===== src/rtl/hamming_8_4_trellis_soft_decoder_assert.svh =====
// ----------------------------------------------------------------------------
// Assertion macros for the Hamming (8,4) trellis soft decoder
// Clocked on clk_i, disabled while rst_ni is low.
// ----------------------------------------------------------------------------
`ifndef HAMMING_8_4_TRELLIS_SOFT_DECODER_ASSERT_SVH
`define HAMMING_8_4_TRELLIS_SOFT_DECODER_ASSERT_SVH

// Antecedent in this cycle implies consequent in the next cycle
`define HMD84_ASSERT_NEXT(lbl, ante, cons, msg) \
  lbl: assert property (@(posedge clk_i) disable iff (!rst_ni) (ante) |=> (cons)) \
    else $error(msg);

// Condition holds at every clock edge outside reset
`define HMD84_ASSERT_ALWAYS(lbl, cond, msg) \
  lbl: assert property (@(posedge clk_i) disable iff (!rst_ni) (cond)) \
    else $error(msg);

`endif


===== src/rtl/hmd84_pkg.sv =====
// ----------------------------------------------------------------------------
// hmd84_pkg
// Shared constants and types of the Hamming (8,4) trellis soft decoder.
// ----------------------------------------------------------------------------
package hmd84_pkg;

  // Default soft sample width
  localparam int unsigned SampleBitsDef = 8;
  // Codeword length and message length
  localparam int unsigned NumSamples    = 8;
  localparam int unsigned MsgBits       = 4;
  // Branches per trellis section
  localparam int unsigned NumBranches   = 4;
  localparam int unsigned LeftBits      = 3;

  // Survivor labels of the four branches from both half-trellises
  typedef struct packed {
    logic [NumBranches-1:0][LeftBits-1:0] left;   // message bits 0..2
    logic [NumBranches-1:0]               right;  // message bit 3
  } hmd84_code_t;

endpackage


===== src/rtl/hamming_8_4_trellis_soft_decoder.sv =====
// ----------------------------------------------------------------------------
// hamming_8_4_trellis_soft_decoder
// Soft-decision decoder for the extended Hamming (8,4,4) code.
// ----------------------------------------------------------------------------
// One codeword of eight signed soft samples is taken whenever start_i is high;
// busy_o stays low, so a codeword may be presented in every cycle and the
// decoder sustains one transaction per clock. The samples land in an input
// register, one pass of saturating adders and comparators (pair and quad
// sums, half-trellis survivors, branch totals, minimum tree) feeds the result
// register, and valid_o strobes decoded_message_o for exactly one cycle,
// rising at the clock edge after the accepting edge. The result cannot be
// held off: a receiver must take it in the cycle that valid_o marks.
// Results come out in order.
// ----------------------------------------------------------------------------
`include "hamming_8_4_trellis_soft_decoder_assert.svh"

module hamming_8_4_trellis_soft_decoder import hmd84_pkg::*; #(
  parameter int unsigned SAMPLE_BITS = SampleBitsDef
) (
  input  logic                          clk_i,
  input  logic                          rst_ni,
  input  logic                          start_i,
  output logic                          busy_o,
  input  logic signed [SAMPLE_BITS-1:0] sample_0_i,
  input  logic signed [SAMPLE_BITS-1:0] sample_1_i,
  input  logic signed [SAMPLE_BITS-1:0] sample_2_i,
  input  logic signed [SAMPLE_BITS-1:0] sample_3_i,
  input  logic signed [SAMPLE_BITS-1:0] sample_4_i,
  input  logic signed [SAMPLE_BITS-1:0] sample_5_i,
  input  logic signed [SAMPLE_BITS-1:0] sample_6_i,
  input  logic signed [SAMPLE_BITS-1:0] sample_7_i,
  output logic                          valid_o,
  output logic [MsgBits-1:0]            decoded_message_o
);

  logic                                          accept;
  logic                                          in_vld_q;
  logic signed [NumSamples-1:0][SAMPLE_BITS-1:0] sample_d, sample_q;
  logic signed [NumBranches-1:0][SAMPLE_BITS-1:0] left_metric, right_metric;
  hmd84_code_t                                   code;
  logic [MsgBits-1:0]                            message;
  logic                                          valid_q;
  logic [MsgBits-1:0]                            msg_q;

  // Never stalls: a transaction is taken on every start
  assign busy_o = 1'b0;
  assign accept = start_i & ~busy_o;

  assign sample_d = {sample_7_i, sample_6_i, sample_5_i, sample_4_i,
                     sample_3_i, sample_2_i, sample_1_i, sample_0_i};

  // Input stage valid
  always_ff @(posedge clk_i or negedge rst_ni) begin
    if (!rst_ni) begin
      in_vld_q <= 1'b0;
    end else begin
      in_vld_q <= accept;
    end
  end

  // Input sample register
  always_ff @(posedge clk_i) begin
    if (accept) begin
      sample_q <= sample_d;
    end
  end

  // Branch metrics and half-trellis survivors
  hmd84_branch #(
    .SAMPLE_BITS(SAMPLE_BITS)
  ) u_branch (
    .sample_i       (sample_q),
    .left_metric_o  (left_metric),
    .right_metric_o (right_metric),
    .code_o         (code)
  );

  // Branch totals and final choice
  hmd84_select #(
    .SAMPLE_BITS(SAMPLE_BITS)
  ) u_select (
    .left_metric_i  (left_metric),
    .right_metric_i (right_metric),
    .code_i         (code),
    .message_o      (message)
  );

  // Result strobe
  always_ff @(posedge clk_i or negedge rst_ni) begin
    if (!rst_ni) begin
      valid_q <= 1'b0;
    end else begin
      valid_q <= in_vld_q;
    end
  end

  // Result register
  always_ff @(posedge clk_i) begin
    if (in_vld_q) begin
      msg_q <= message;
    end
  end

  assign valid_o           = valid_q;
  assign decoded_message_o = msg_q;

  // Pipeline checks
  `HMD84_ASSERT_NEXT(a_accept_loads, accept, in_vld_q, "accepted codeword not registered")
  `HMD84_ASSERT_NEXT(a_result_follows, in_vld_q, valid_o, "registered codeword gave no result")
  `HMD84_ASSERT_NEXT(a_no_spurious, !in_vld_q, !valid_o, "result strobe without a codeword")
  `HMD84_ASSERT_ALWAYS(a_never_busy, !busy_o, "decoder refused a transaction")

endmodule


===== src/rtl/hmd84_branch.sv =====
// ----------------------------------------------------------------------------
// hmd84_branch
// Pair and quad sums of the samples and survivor choice in each half-trellis.
// ----------------------------------------------------------------------------
module hmd84_branch import hmd84_pkg::*; #(
  parameter int unsigned SAMPLE_BITS = SampleBitsDef
) (
  input  logic signed [NumSamples-1:0][SAMPLE_BITS-1:0]  sample_i,
  output logic signed [NumBranches-1:0][SAMPLE_BITS-1:0] left_metric_o,
  output logic signed [NumBranches-1:0][SAMPLE_BITS-1:0] right_metric_o,
  output hmd84_code_t                                     code_o
);

  localparam logic signed [SAMPLE_BITS-1:0] SatMax = {1'b0, {(SAMPLE_BITS-1){1'b1}}};
  localparam logic signed [SAMPLE_BITS-1:0] SatMin = {1'b1, {(SAMPLE_BITS-1){1'b0}}};
  localparam logic signed [SAMPLE_BITS-1:0] Zero   = '0;

  // Saturating add in the sample format
  function automatic logic signed [SAMPLE_BITS-1:0] sat_add(
    input logic signed [SAMPLE_BITS-1:0] a,
    input logic signed [SAMPLE_BITS-1:0] b
  );
    logic signed [SAMPLE_BITS:0] s;
    s = {a[SAMPLE_BITS-1], a} + {b[SAMPLE_BITS-1], b};
    if (s[SAMPLE_BITS] != s[SAMPLE_BITS-1]) begin
      sat_add = s[SAMPLE_BITS] ? SatMin : SatMax;
    end else begin
      sat_add = s[SAMPLE_BITS-1:0];
    end
  endfunction

  logic signed [SAMPLE_BITS-1:0] p01, p24, p67, p35, p12, p04;
  logic signed [SAMPLE_BITS-1:0] p37, p56, p14, p02, p57, p36;
  logic signed [SAMPLE_BITS-1:0] q0124, q3567;

  // Pair sums
  always_comb begin
    p01 = sat_add(sample_i[0], sample_i[1]);
    p24 = sat_add(sample_i[2], sample_i[4]);
    p67 = sat_add(sample_i[6], sample_i[7]);
    p35 = sat_add(sample_i[3], sample_i[5]);
    p12 = sat_add(sample_i[1], sample_i[2]);
    p04 = sat_add(sample_i[0], sample_i[4]);
    p37 = sat_add(sample_i[3], sample_i[7]);
    p56 = sat_add(sample_i[5], sample_i[6]);
    p14 = sat_add(sample_i[1], sample_i[4]);
    p02 = sat_add(sample_i[0], sample_i[2]);
    p57 = sat_add(sample_i[5], sample_i[7]);
    p36 = sat_add(sample_i[3], sample_i[6]);
  end

  // Quad sums for the all-zero branch
  assign q0124 = sat_add(p01, p24);
  assign q3567 = sat_add(p35, p67);

  // Left half-trellis: strict less-than, ties go to the second candidate
  always_comb begin
    if (q0124 < Zero) begin
      left_metric_o[0] = q0124; code_o.left[0] = 3'd0;
    end else begin
      left_metric_o[0] = Zero;  code_o.left[0] = 3'd7;
    end
    if (p01 < p24) begin
      left_metric_o[1] = p01; code_o.left[1] = 3'd4;
    end else begin
      left_metric_o[1] = p24; code_o.left[1] = 3'd3;
    end
    if (p12 < p04) begin
      left_metric_o[2] = p12; code_o.left[2] = 3'd1;
    end else begin
      left_metric_o[2] = p04; code_o.left[2] = 3'd6;
    end
    if (p14 < p02) begin
      left_metric_o[3] = p14; code_o.left[3] = 3'd5;
    end else begin
      left_metric_o[3] = p02; code_o.left[3] = 3'd2;
    end
  end

  // Right half-trellis
  always_comb begin
    if (q3567 < Zero) begin
      right_metric_o[0] = q3567; code_o.right[0] = 1'b0;
    end else begin
      right_metric_o[0] = Zero;  code_o.right[0] = 1'b1;
    end
    if (p67 < p35) begin
      right_metric_o[1] = p67; code_o.right[1] = 1'b1;
    end else begin
      right_metric_o[1] = p35; code_o.right[1] = 1'b0;
    end
    if (p37 < p56) begin
      right_metric_o[2] = p37; code_o.right[2] = 1'b0;
    end else begin
      right_metric_o[2] = p56; code_o.right[2] = 1'b1;
    end
    if (p57 < p36) begin
      right_metric_o[3] = p57; code_o.right[3] = 1'b1;
    end else begin
      right_metric_o[3] = p36; code_o.right[3] = 1'b0;
    end
  end

endmodule


===== src/rtl/hmd84_select.sv =====
// ----------------------------------------------------------------------------
// hmd84_select
// Branch totals and the minimum tree that picks the surviving message.
// ----------------------------------------------------------------------------
module hmd84_select import hmd84_pkg::*; #(
  parameter int unsigned SAMPLE_BITS = SampleBitsDef
) (
  input  logic signed [NumBranches-1:0][SAMPLE_BITS-1:0] left_metric_i,
  input  logic signed [NumBranches-1:0][SAMPLE_BITS-1:0] right_metric_i,
  input  hmd84_code_t                                     code_i,
  output logic [MsgBits-1:0]                              message_o
);

  localparam logic signed [SAMPLE_BITS-1:0] SatMax = {1'b0, {(SAMPLE_BITS-1){1'b1}}};
  localparam logic signed [SAMPLE_BITS-1:0] SatMin = {1'b1, {(SAMPLE_BITS-1){1'b0}}};

  // Saturating add in the sample format
  function automatic logic signed [SAMPLE_BITS-1:0] sat_add(
    input logic signed [SAMPLE_BITS-1:0] a,
    input logic signed [SAMPLE_BITS-1:0] b
  );
    logic signed [SAMPLE_BITS:0] s;
    s = {a[SAMPLE_BITS-1], a} + {b[SAMPLE_BITS-1], b};
    if (s[SAMPLE_BITS] != s[SAMPLE_BITS-1]) begin
      sat_add = s[SAMPLE_BITS] ? SatMin : SatMax;
    end else begin
      sat_add = s[SAMPLE_BITS-1:0];
    end
  endfunction

  // unpacked so that each total compares as a signed value
  logic signed [SAMPLE_BITS-1:0]                  total [NumBranches];
  logic [NumBranches-1:0][MsgBits-1:0]            code;
  logic signed [SAMPLE_BITS-1:0]                  m01, m23;
  logic [MsgBits-1:0]                             c01, c23;

  // Branch totals and full message labels
  always_comb begin
    for (int i = 0; i < NumBranches; i++) begin
      total[i] = sat_add(left_metric_i[i], right_metric_i[i]);
      code[i]  = {code_i.right[i], code_i.left[i]};
    end
  end

  // Two-level minimum tree, ties to the second candidate
  always_comb begin
    if (total[0] < total[1]) begin
      m01 = total[0]; c01 = code[0];
    end else begin
      m01 = total[1]; c01 = code[1];
    end
    if (total[2] < total[3]) begin
      m23 = total[2]; c23 = code[2];
    end else begin
      m23 = total[3]; c23 = code[3];
    end
    message_o = (m01 < m23) ? c01 : c23;
  end

endmodule

===== config.mk =====
export PLATFORM = sky130hd
export DESIGN_NAME = hamming_8_4_trellis_soft_decoder
export DESIGN_NICKNAME = d
export VERILOG_FILES = /design/src/rtl/hmd84_pkg.sv /design/src/rtl/hamming_8_4_trellis_soft_decoder.sv /design/src/rtl/hmd84_branch.sv /design/src/rtl/hmd84_select.sv
export VERILOG_INCLUDE_DIRS = /design/src /design/src/rtl
export SDC_FILE = /design/constraint.sdc
export NUM_CORES = 1
export LEC_CHECK = 0
export BUFFER_PORTS_ARGS = -buffer_cell sky130_fd_sc_hd__buf_2
export CORE_ASPECT_RATIO = 1.2
export CORE_MARGIN = 2
export CORE_UTILIZATION = 35
export DETAILED_ROUTE_END_ITERATION = 10
export GPL_TIMING_DRIVEN = 1
export PLACE_DENSITY = 0.6
export SLEW_MARGIN = 0
export SYNTH_ARGS = -nofsm -noshare
export SYNTH_HDL_FRONTEND = slang
export SYNTH_SLANG_ARGS = --single-unit
export TNS_END_PERCENT = 10

===== constraint.sdc =====
create_clock -name clk_i -period 12.75 [get_ports clk_i]
set_input_delay 0 -clock clk_i [delete_from_list [all_inputs] [get_ports clk_i]]
set_output_delay 0 -clock clk_i [all_outputs]
set_load 0.05 [all_outputs]

==> metrics.yaml, run 1 <==
clocking:
  ctsRootBufferMaster: "sky130_fd_sc_hd__clkbuf_16"
  max-clock-path-buffers: 2
  cts_htree_levels: 3
  clock_sink_count: 70
  cts_inserted_buffers: 9
  cts_post_setup_buffers_inserted: 0
  clock_latency_ns: 0.37
  tritoncts: "yes"
  clock_pin_transition_on_the_worst_setup_and_hold_timing_paths_ns: 0.06
floorplan:
  floorplan.initialDensity: 0.354
  core.rowCount: 73
  floorplan.io_pins: 73
  core_region_area_um2: 33000
  design.die.area_um2: 34800
  die_height_um: 204
  die_width_um: 171
job:
  timing.max_cap.violations: 0
critical_path:
  crit_cells: 55
  rr_worst_depth: 55
  timing.critical_path.buf_inv: 6
  worst_path_slowest_cell: "sky130_fd_sc_hd__ha_1"
  cp_top_family: "compound AO/OA/AOI/OAI gates"
  worstSetupPathType: "flip-flop to flip-flop"
  end_kind: "flip-flop"
  critical_path_required_time_ns: 12.88
  crit_path_max_fanout: 17
  cp_slowest_stage_delay_ns: 0.48
  crit_path_start_kind: "flip-flop"
  crit_top_cell: "sky130_fd_sc_hd__a21oi_1"
  cp.arrival_ns: 11.80
logic_synthesis:
  yosys_warnings: 0
  synth.ff_latch_count: 70
  netlist_instances: 1398
  synth.cells.most_frequent: "245 x sky130_fd_sc_hd__ha_1, 171 x sky130_fd_sc_hd__a21oi_1, 149 x sky130_fd_sc_hd__inv_1, 144 x sky130_fd_sc_hd__nor2_1, 108 x sky130_fd_sc_hd__o21ai_0"
  synth_sequential_area_ratio: 0.179
  yosysTopAreaCellShare: 0.263
  yosys.area.top_type: "sky130_fd_sc_hd__ha_1"
  netlist_top_cells_area: "sky130_fd_sc_hd__ha_1 26%, sky130_fd_sc_hd__edfxtp_1 17%, sky130_fd_sc_hd__a21oi_1 7.3%"
  synth.net_count: 1728
  synth_edf_count: 68
  synth_cell_types: 69
  syn-cell-area_um2: 11700
  synthArstFlopShare: 0.0286
  synth.avg_cell_area_um2: 8.35
  synthMostInstantiatedCell: "sky130_fd_sc_hd__ha_1"
  primary_flip_flop_cell_chosen_by_synthesis_mapping: "sky130_fd_sc_hd__edfxtp_1"
timing:
  final.setup_skew_ns: 0.00735
  setup_viol: 0
  finalWorstPathRequiredPeriod_ns: 11.68
  worst_pin_slew_ns: 0.900
  finalHoldWorstSlack_ns: 0.332
  fin_tns_setup_ns: 0
  timing.final.hold_violations: 0
  rsz0062_at_grt: "no"
  maxSlewHeadroom: 0.400
  maxClockFrequency_ghz: 0.0856
  maxSlewViolCount: 0
  period_share: 0.916
grt:
  grt_start_max_net_pins: 66
  globalRouteTotalUtil: 0.184
  first_global_vias: 10100
  antenna_found_initial: 0
  grt.overflow.total: 0
  grt_pass1_wl_um: 50300
status:
  status: "finished, final reports clean"
layout:
  post_route_cells_drive_above_1_share: 0.0802
  antennaDiodeCount: 0
  area.growth.synth_to_final_pct: 15.8
  nets: 1859
  finalNonFillerCells: 1984
routing:
  drt.antenna.violating_nets: 0
  vias_per_cell: 5.18
  route.detailed.drc: 0
  avgRoutedWirePerCell_um: 15.7
  routed-via-count: 10300
  routed_wl_um: 31100
  dr.first_iter.drc_count: 571
  drt_pass1_iterations: 4
hold_path:
  worst_hold_path.num_cells: 2
  hp-class: "input pin to flip-flop"
placed_design:
  place.port_buffers: 71
  placed_cells: 1902
  gpl.final_weighted_congestion: 0.897
  dp_hpwl_um: 26200
==> layer usage <==
| layer | track usage | wire, um |
|---|---|---|
| met3 | 0.0209 | 815 |
| met5 | 0 | 0 |
| met2 | 0.328 | 15400 |
| met1 | 0.231 | 14200 |
| met4 | 0.0601 | 678 |
==> sequential cells by signal, summed over array words and instances (netlist names) <==
signal,cells
decoded_message_o,4
in_vld_q,1
sample_q,64
valid_o,1
==> per-stage QoR <==
stage | cell area (um^2) | utilization | worst slack [ns]
4_1_cts | 13500 | 0.410 | 0.926
3_3_place_gp | 12500 | 0.380 | 1.18
5_1_grt | 13500 | 0.410 | 0.00759
3_5_place_dp | 12500 | 0.380 | 0.996
2_1_floorplan | 11700 | - | 2.33
6_report | 13500 | 0.410 | 1.07
==> worst reg2reg max path: cells and delay by family (launching register included) <==
family	cells	cell delay, ns
compound gates	31	5.84
xor+xnor	1	0.12
fa+ha+maj	10	3.41
flops	1	0.43
mux	1	0.38
simple gates	6	0.67
buf+inv	6	0.56
==> what timing repair did <==
item | in CTS | in global routing
endpoints found under the hold margin | 66 | 0
hold buffers | 66 | 0
gates resized for setup | 0 | 3
endpoints found under the setup margin | 0 | 2
==> placed cells by master, fill, tap and decap left out, types with 4 or more instances in the layout <==
cell type and instances:
sky130_fd_sc_hd__o31a_1 16, sky130_fd_sc_hd__a211oi_1 5, sky130_fd_sc_hd__a21o_1 32, sky130_fd_sc_hd__xor2_1 12, sky130_fd_sc_hd__or2_2 6, sky130_fd_sc_hd__nand3_1 9
sky130_fd_sc_hd__nand4_1 6, sky130_fd_sc_hd__nor2_1 144, sky130_fd_sc_hd__o21ai_0 108, sky130_fd_sc_hd__clkbuf_16 9, sky130_fd_sc_hd__xnor2_1 73, sky130_fd_sc_hd__nand2_1 36
sky130_fd_sc_hd__or2b_1 5, sky130_fd_sc_hd__buf_2 71, sky130_fd_sc_hd__o211ai_2 4, sky130_fd_sc_hd__nor2b_1 29, sky130_fd_sc_hd__or3_1 5, sky130_fd_sc_hd__nor3b_1 9
sky130_fd_sc_hd__edfxtp_1 68, sky130_fd_sc_hd__nand2b_1 31, sky130_fd_sc_hd__dlygate4sd3_1 66, sky130_fd_sc_hd__ha_1 245, sky130_fd_sc_hd__inv_1 149, sky130_fd_sc_hd__o211ai_1 6
sky130_fd_sc_hd__nor3_1 21, sky130_fd_sc_hd__mux2_2 5, sky130_fd_sc_hd__mux2i_1 14, sky130_fd_sc_hd__fa_1 18, sky130_fd_sc_hd__o21a_1 19, sky130_fd_sc_hd__a31oi_1 19
sky130_fd_sc_hd__a21oi_1 168, sky130_fd_sc_hd__o31ai_1 19, sky130_fd_sc_hd__a21boi_0 13, sky130_fd_sc_hd__o21bai_1 35
==> cells by family after synthesis <==
group / Yosys count / synth area share
AO/OA/AOI/OAI: 479 / 0.260
AND/OR/NAND/NOR: 311 / 0.128
adder cells (fa/ha/maj): 263 / 0.294
buffers and inverters: 169 / 0.0555
XOR/XNOR: 85 / 0.0638
flip-flops: 70 / 0.179
multiplexers: 20 / 0.0188
other: 1 / 0.000321
==> layout make-up <==
| cell class | count | area [um^2] |
|---|---|---|
| clock buffer | 10 | 229 |
| clock inverter | 6 | 95.1 |
| fill | 3371 | 19500 |
| inverter | 149 | 559 |
| multi-input combinational | 1159 | 8940 |
| sequential | 70 | 2090 |
| tap | 450 | 563 |
| timing repair buffer | 140 | 1040 |
==> worst paths after layout <==
| kind | startpoint | endpoint | slack (ns) |
|---|---|---|---|
| setup / recovery | sample_q[8]$_DFFE_PP_ | decoded_message_o[2]$_DFFE_PP_ | 1.07 |
| hold / removal | sample_1_i[0] | sample_q[8]$_DFFE_PP_ | 0.33 |
| setup reg to reg | sample_q[8]$_DFFE_PP_ | decoded_message_o[2]$_DFFE_PP_ | 1.07 |
| hold reg to reg | in_vld_q$_DFF_PN0_ | valid_o$_DFF_PN0_ | 0.49 |
| max in group asynchronous | rst_ni | in_vld_q$_DFF_PN0_ | 12.15 |
| min in group asynchronous | rst_ni | valid_o$_DFF_PN0_ | 0.48 |
Power of run 1 is left out: the tool's default activity adds up to more than one toggle a clock period on the data nets, which glitch-free logic cannot reach.
==> inputs of run 2 (changes only) <==
--- a/config.mk
+++ b/config.mk
@@ -10,6 +10,7 @@
 export CORE_ASPECT_RATIO = 1.2
 export CORE_MARGIN = 2
 export CORE_UTILIZATION = 35
+export CTS_BUF_LIST = sky130_fd_sc_hd__clkbuf_16
 export DETAILED_ROUTE_END_ITERATION = 10
 export GPL_TIMING_DRIVEN = 1
 export PLACE_DENSITY = 0.6
==> constraint.sdc (replaced) <==
create_clock -name clk_i -period 12.75 [get_ports clk_i]
set_input_delay 0 -clock clk_i [delete_from_list [all_inputs] [get_ports clk_i]]
set_output_delay 0 -clock clk_i [all_outputs]
set_load 0.01 [all_outputs]
==> metrics.yaml, run 2 (synthesis results as in run 1) <==
status:
  status: "finished, final reports clean"
timing:
  timing.final.hold_violations: 0
  period_share: 0.917
  finalHoldWorstSlack_ns: 0.332
  maxSlewHeadroom: 0.400
  post-route-worst-setup-slack_ns: 1.06
  maxSlewViolCount: 0
  worst_pin_slew_ns: 0.899
  setup_viol: 0
  maxClockFrequency_ghz: 0.0856
  final.setup_skew_ns: 0.00742
  finalWorstPathRequiredPeriod_ns: 11.69
  fin_tns_setup_ns: 0
  rsz0062_at_grt: "no"
clocking:
  clock_sink_count: 70
  max-clock-path-buffers: 2
  cts_htree_levels: 3
  ctsRootBufferMaster: "sky130_fd_sc_hd__clkbuf_16"
  clock_latency_ns: 0.37
  clock_pin_transition_on_the_worst_setup_and_hold_timing_paths_ns: 0.06
  tritoncts: "yes"
  cts_inserted_buffers: 9
  cts_post_setup_buffers_inserted: 0
critical_path:
  regToRegSetupSlack_ns: 1.06
  worst_path_slowest_cell: "sky130_fd_sc_hd__ha_1"
  crit_cells: 54
  crit_top_cell: "sky130_fd_sc_hd__a21oi_1"
  worst_r2r_endpoint: "decoded_message_o[2]$_DFFE_PP_"
  rr_worst_depth: 54
  crit_path_start_kind: "flip-flop"
  critical_path_required_time_ns: 12.88
  cp_top_family: "compound AO/OA/AOI/OAI gates"
  cp.arrival_ns: 11.81
  timing.critical_path.buf_inv: 6
  cp_slowest_stage_delay_ns: 0.48
  crit_path_max_fanout: 17
  end_kind: "flip-flop"
  worstSetupPathType: "flip-flop to flip-flop"
  r2r_start: "sample_q[9]$_DFFE_PP_"
grt:
  globalRouteTotalUtil: 0.184
  grt_start_max_net_pins: 66
  grt_pass1_wl_um: 50300
  grt.overflow.total: 0
  antenna_found_initial: 0
  first_global_vias: 10100
routing:
  drt_pass1_iterations: 5
  dr.first_iter.drc_count: 633
  vias_per_cell: 5.18
  drt.antenna.violating_nets: 0
  routed_wl_um: 31100
  avgRoutedWirePerCell_um: 15.7
  routed-via-count: 10300
  route.detailed.drc: 0
placed_design:
  placement.setup.worst_slack_ns: 0.996
  gpl.final_weighted_congestion: 0.897
  place.port_buffers: 71
  dp_hpwl_um: 26200
floorplan:
  core_region_area_um2: 33000
  floorplan.io_pins: 73
  die_width_um: 171
  design.die.area_um2: 34800
  die_height_um: 204
  floorplan.initialDensity: 0.354
  core.rowCount: 73
layout:
  commonest_non_fill_non_tap_cells_in_the_layout: "245 x sky130_fd_sc_hd__ha_1, 168 x sky130_fd_sc_hd__a21oi_1, 150 x sky130_fd_sc_hd__inv_1"
  post_route_cells_drive_above_1_share: 0.0802
  layout.cells.most_common: "sky130_fd_sc_hd__ha_1"
  final_core_utilization: 0.410
  antennaDiodeCount: 0
  top_register: "sample_q"
  n_fill_cell: 3371
  largest_reg_flops: 64
  area.growth.synth_to_final_pct: 15.8
  nets: 1859
hold_path:
  worst_hold_path.num_cells: 2
  hp-class: "input pin to flip-flop"
  hold_start: "sample_1_i[0]"
  worst_hold_path.endpoint: "sample_q[8]$_DFFE_PP_"
job:
  timing.max_cap.violations: 0
-- run 2: changes by cell type in the layout (fill, tap and decap cells not counted) --
cell / previous run / this run
sky130_fd_sc_hd__clkbuf_1: 1 / 0
sky130_fd_sc_hd__inv_1: 149 / 150
-- run 2: how the worst max path moves through the flow --
stage / startpoint / to / slack [ns]
finish: sample_q[9]$_DFFE_PP_ / decoded_message_o[2]$_DFFE_PP_ / 1.06
global route: sample_q[9]$_DFFE_PP_ / decoded_message_o[2]$_DFFE_PP_ / 0.008
CTS: sample_q[9]$_DFFE_PP_ / decoded_message_o[2]$_DFFE_PP_ / 0.93
detailed placement: sample_q[9]$_DFFE_PP_ / decoded_message_o[2]$_DFFE_PP_ / 1.0
global placement: sample_q[25]$_DFFE_PP_ / decoded_message_o[2]$_DFFE_PP_ / 1.18
floorplan: sample_q[16]$_DFFE_PP_ / decoded_message_o[2]$_DFFE_PP_ / 2.33
-- run 2: per-stage QoR --
step | instances | cell area, um^2
2_1_floorplan | 1398 | 11700
3_3_place_gp | 1902 | 12500
3_5_place_dp | 1902 | 12500
4_1_cts | 1984 | 13500
5_1_grt | 1984 | 13500
6_report | 1984 | 13500
-- run 2: layout make-up --
class | instances | area [um^2] | share of cell area
inverters | 149 | 559 | 0.0414
well taps | 450 | 563 | 0.0416
clock buffers | 9 | 225 | 0.0167
repair buffers | 140 | 1040 | 0.0768
clock inverters | 7 | 98.8 | 0.00731
multi-input cells | 1159 | 8940 | 0.661
flip-flops and latches | 70 | 2090 | 0.155
-- run 2: what timing repair did --
item | CTS | global route
hold buffers | 66 | 0
endpoints found under the setup margin | 0 | 2
hold endpoints to repair | 66 | 0
resized for setup | 0 | 3
-- run 2: routing by layer --
| metal | routed length, um | part of all wire | vias up | global-route usage |
|---|---|---|---|---|
| met3 | 986 | 0.032 | 31 | 0.0209 |
| met2 | 15500 | 0.50 | 161 | 0.328 |
| met1 | 14000 | 0.45 | 4788 | 0.231 |
| met5 | 0 | 0 | - | 0 |
| met4 | 679 | 0.022 | 0 | 0.0601 |
| li1 | - | - | 5303 | - |
Power of run 2 is left out for the same reason.
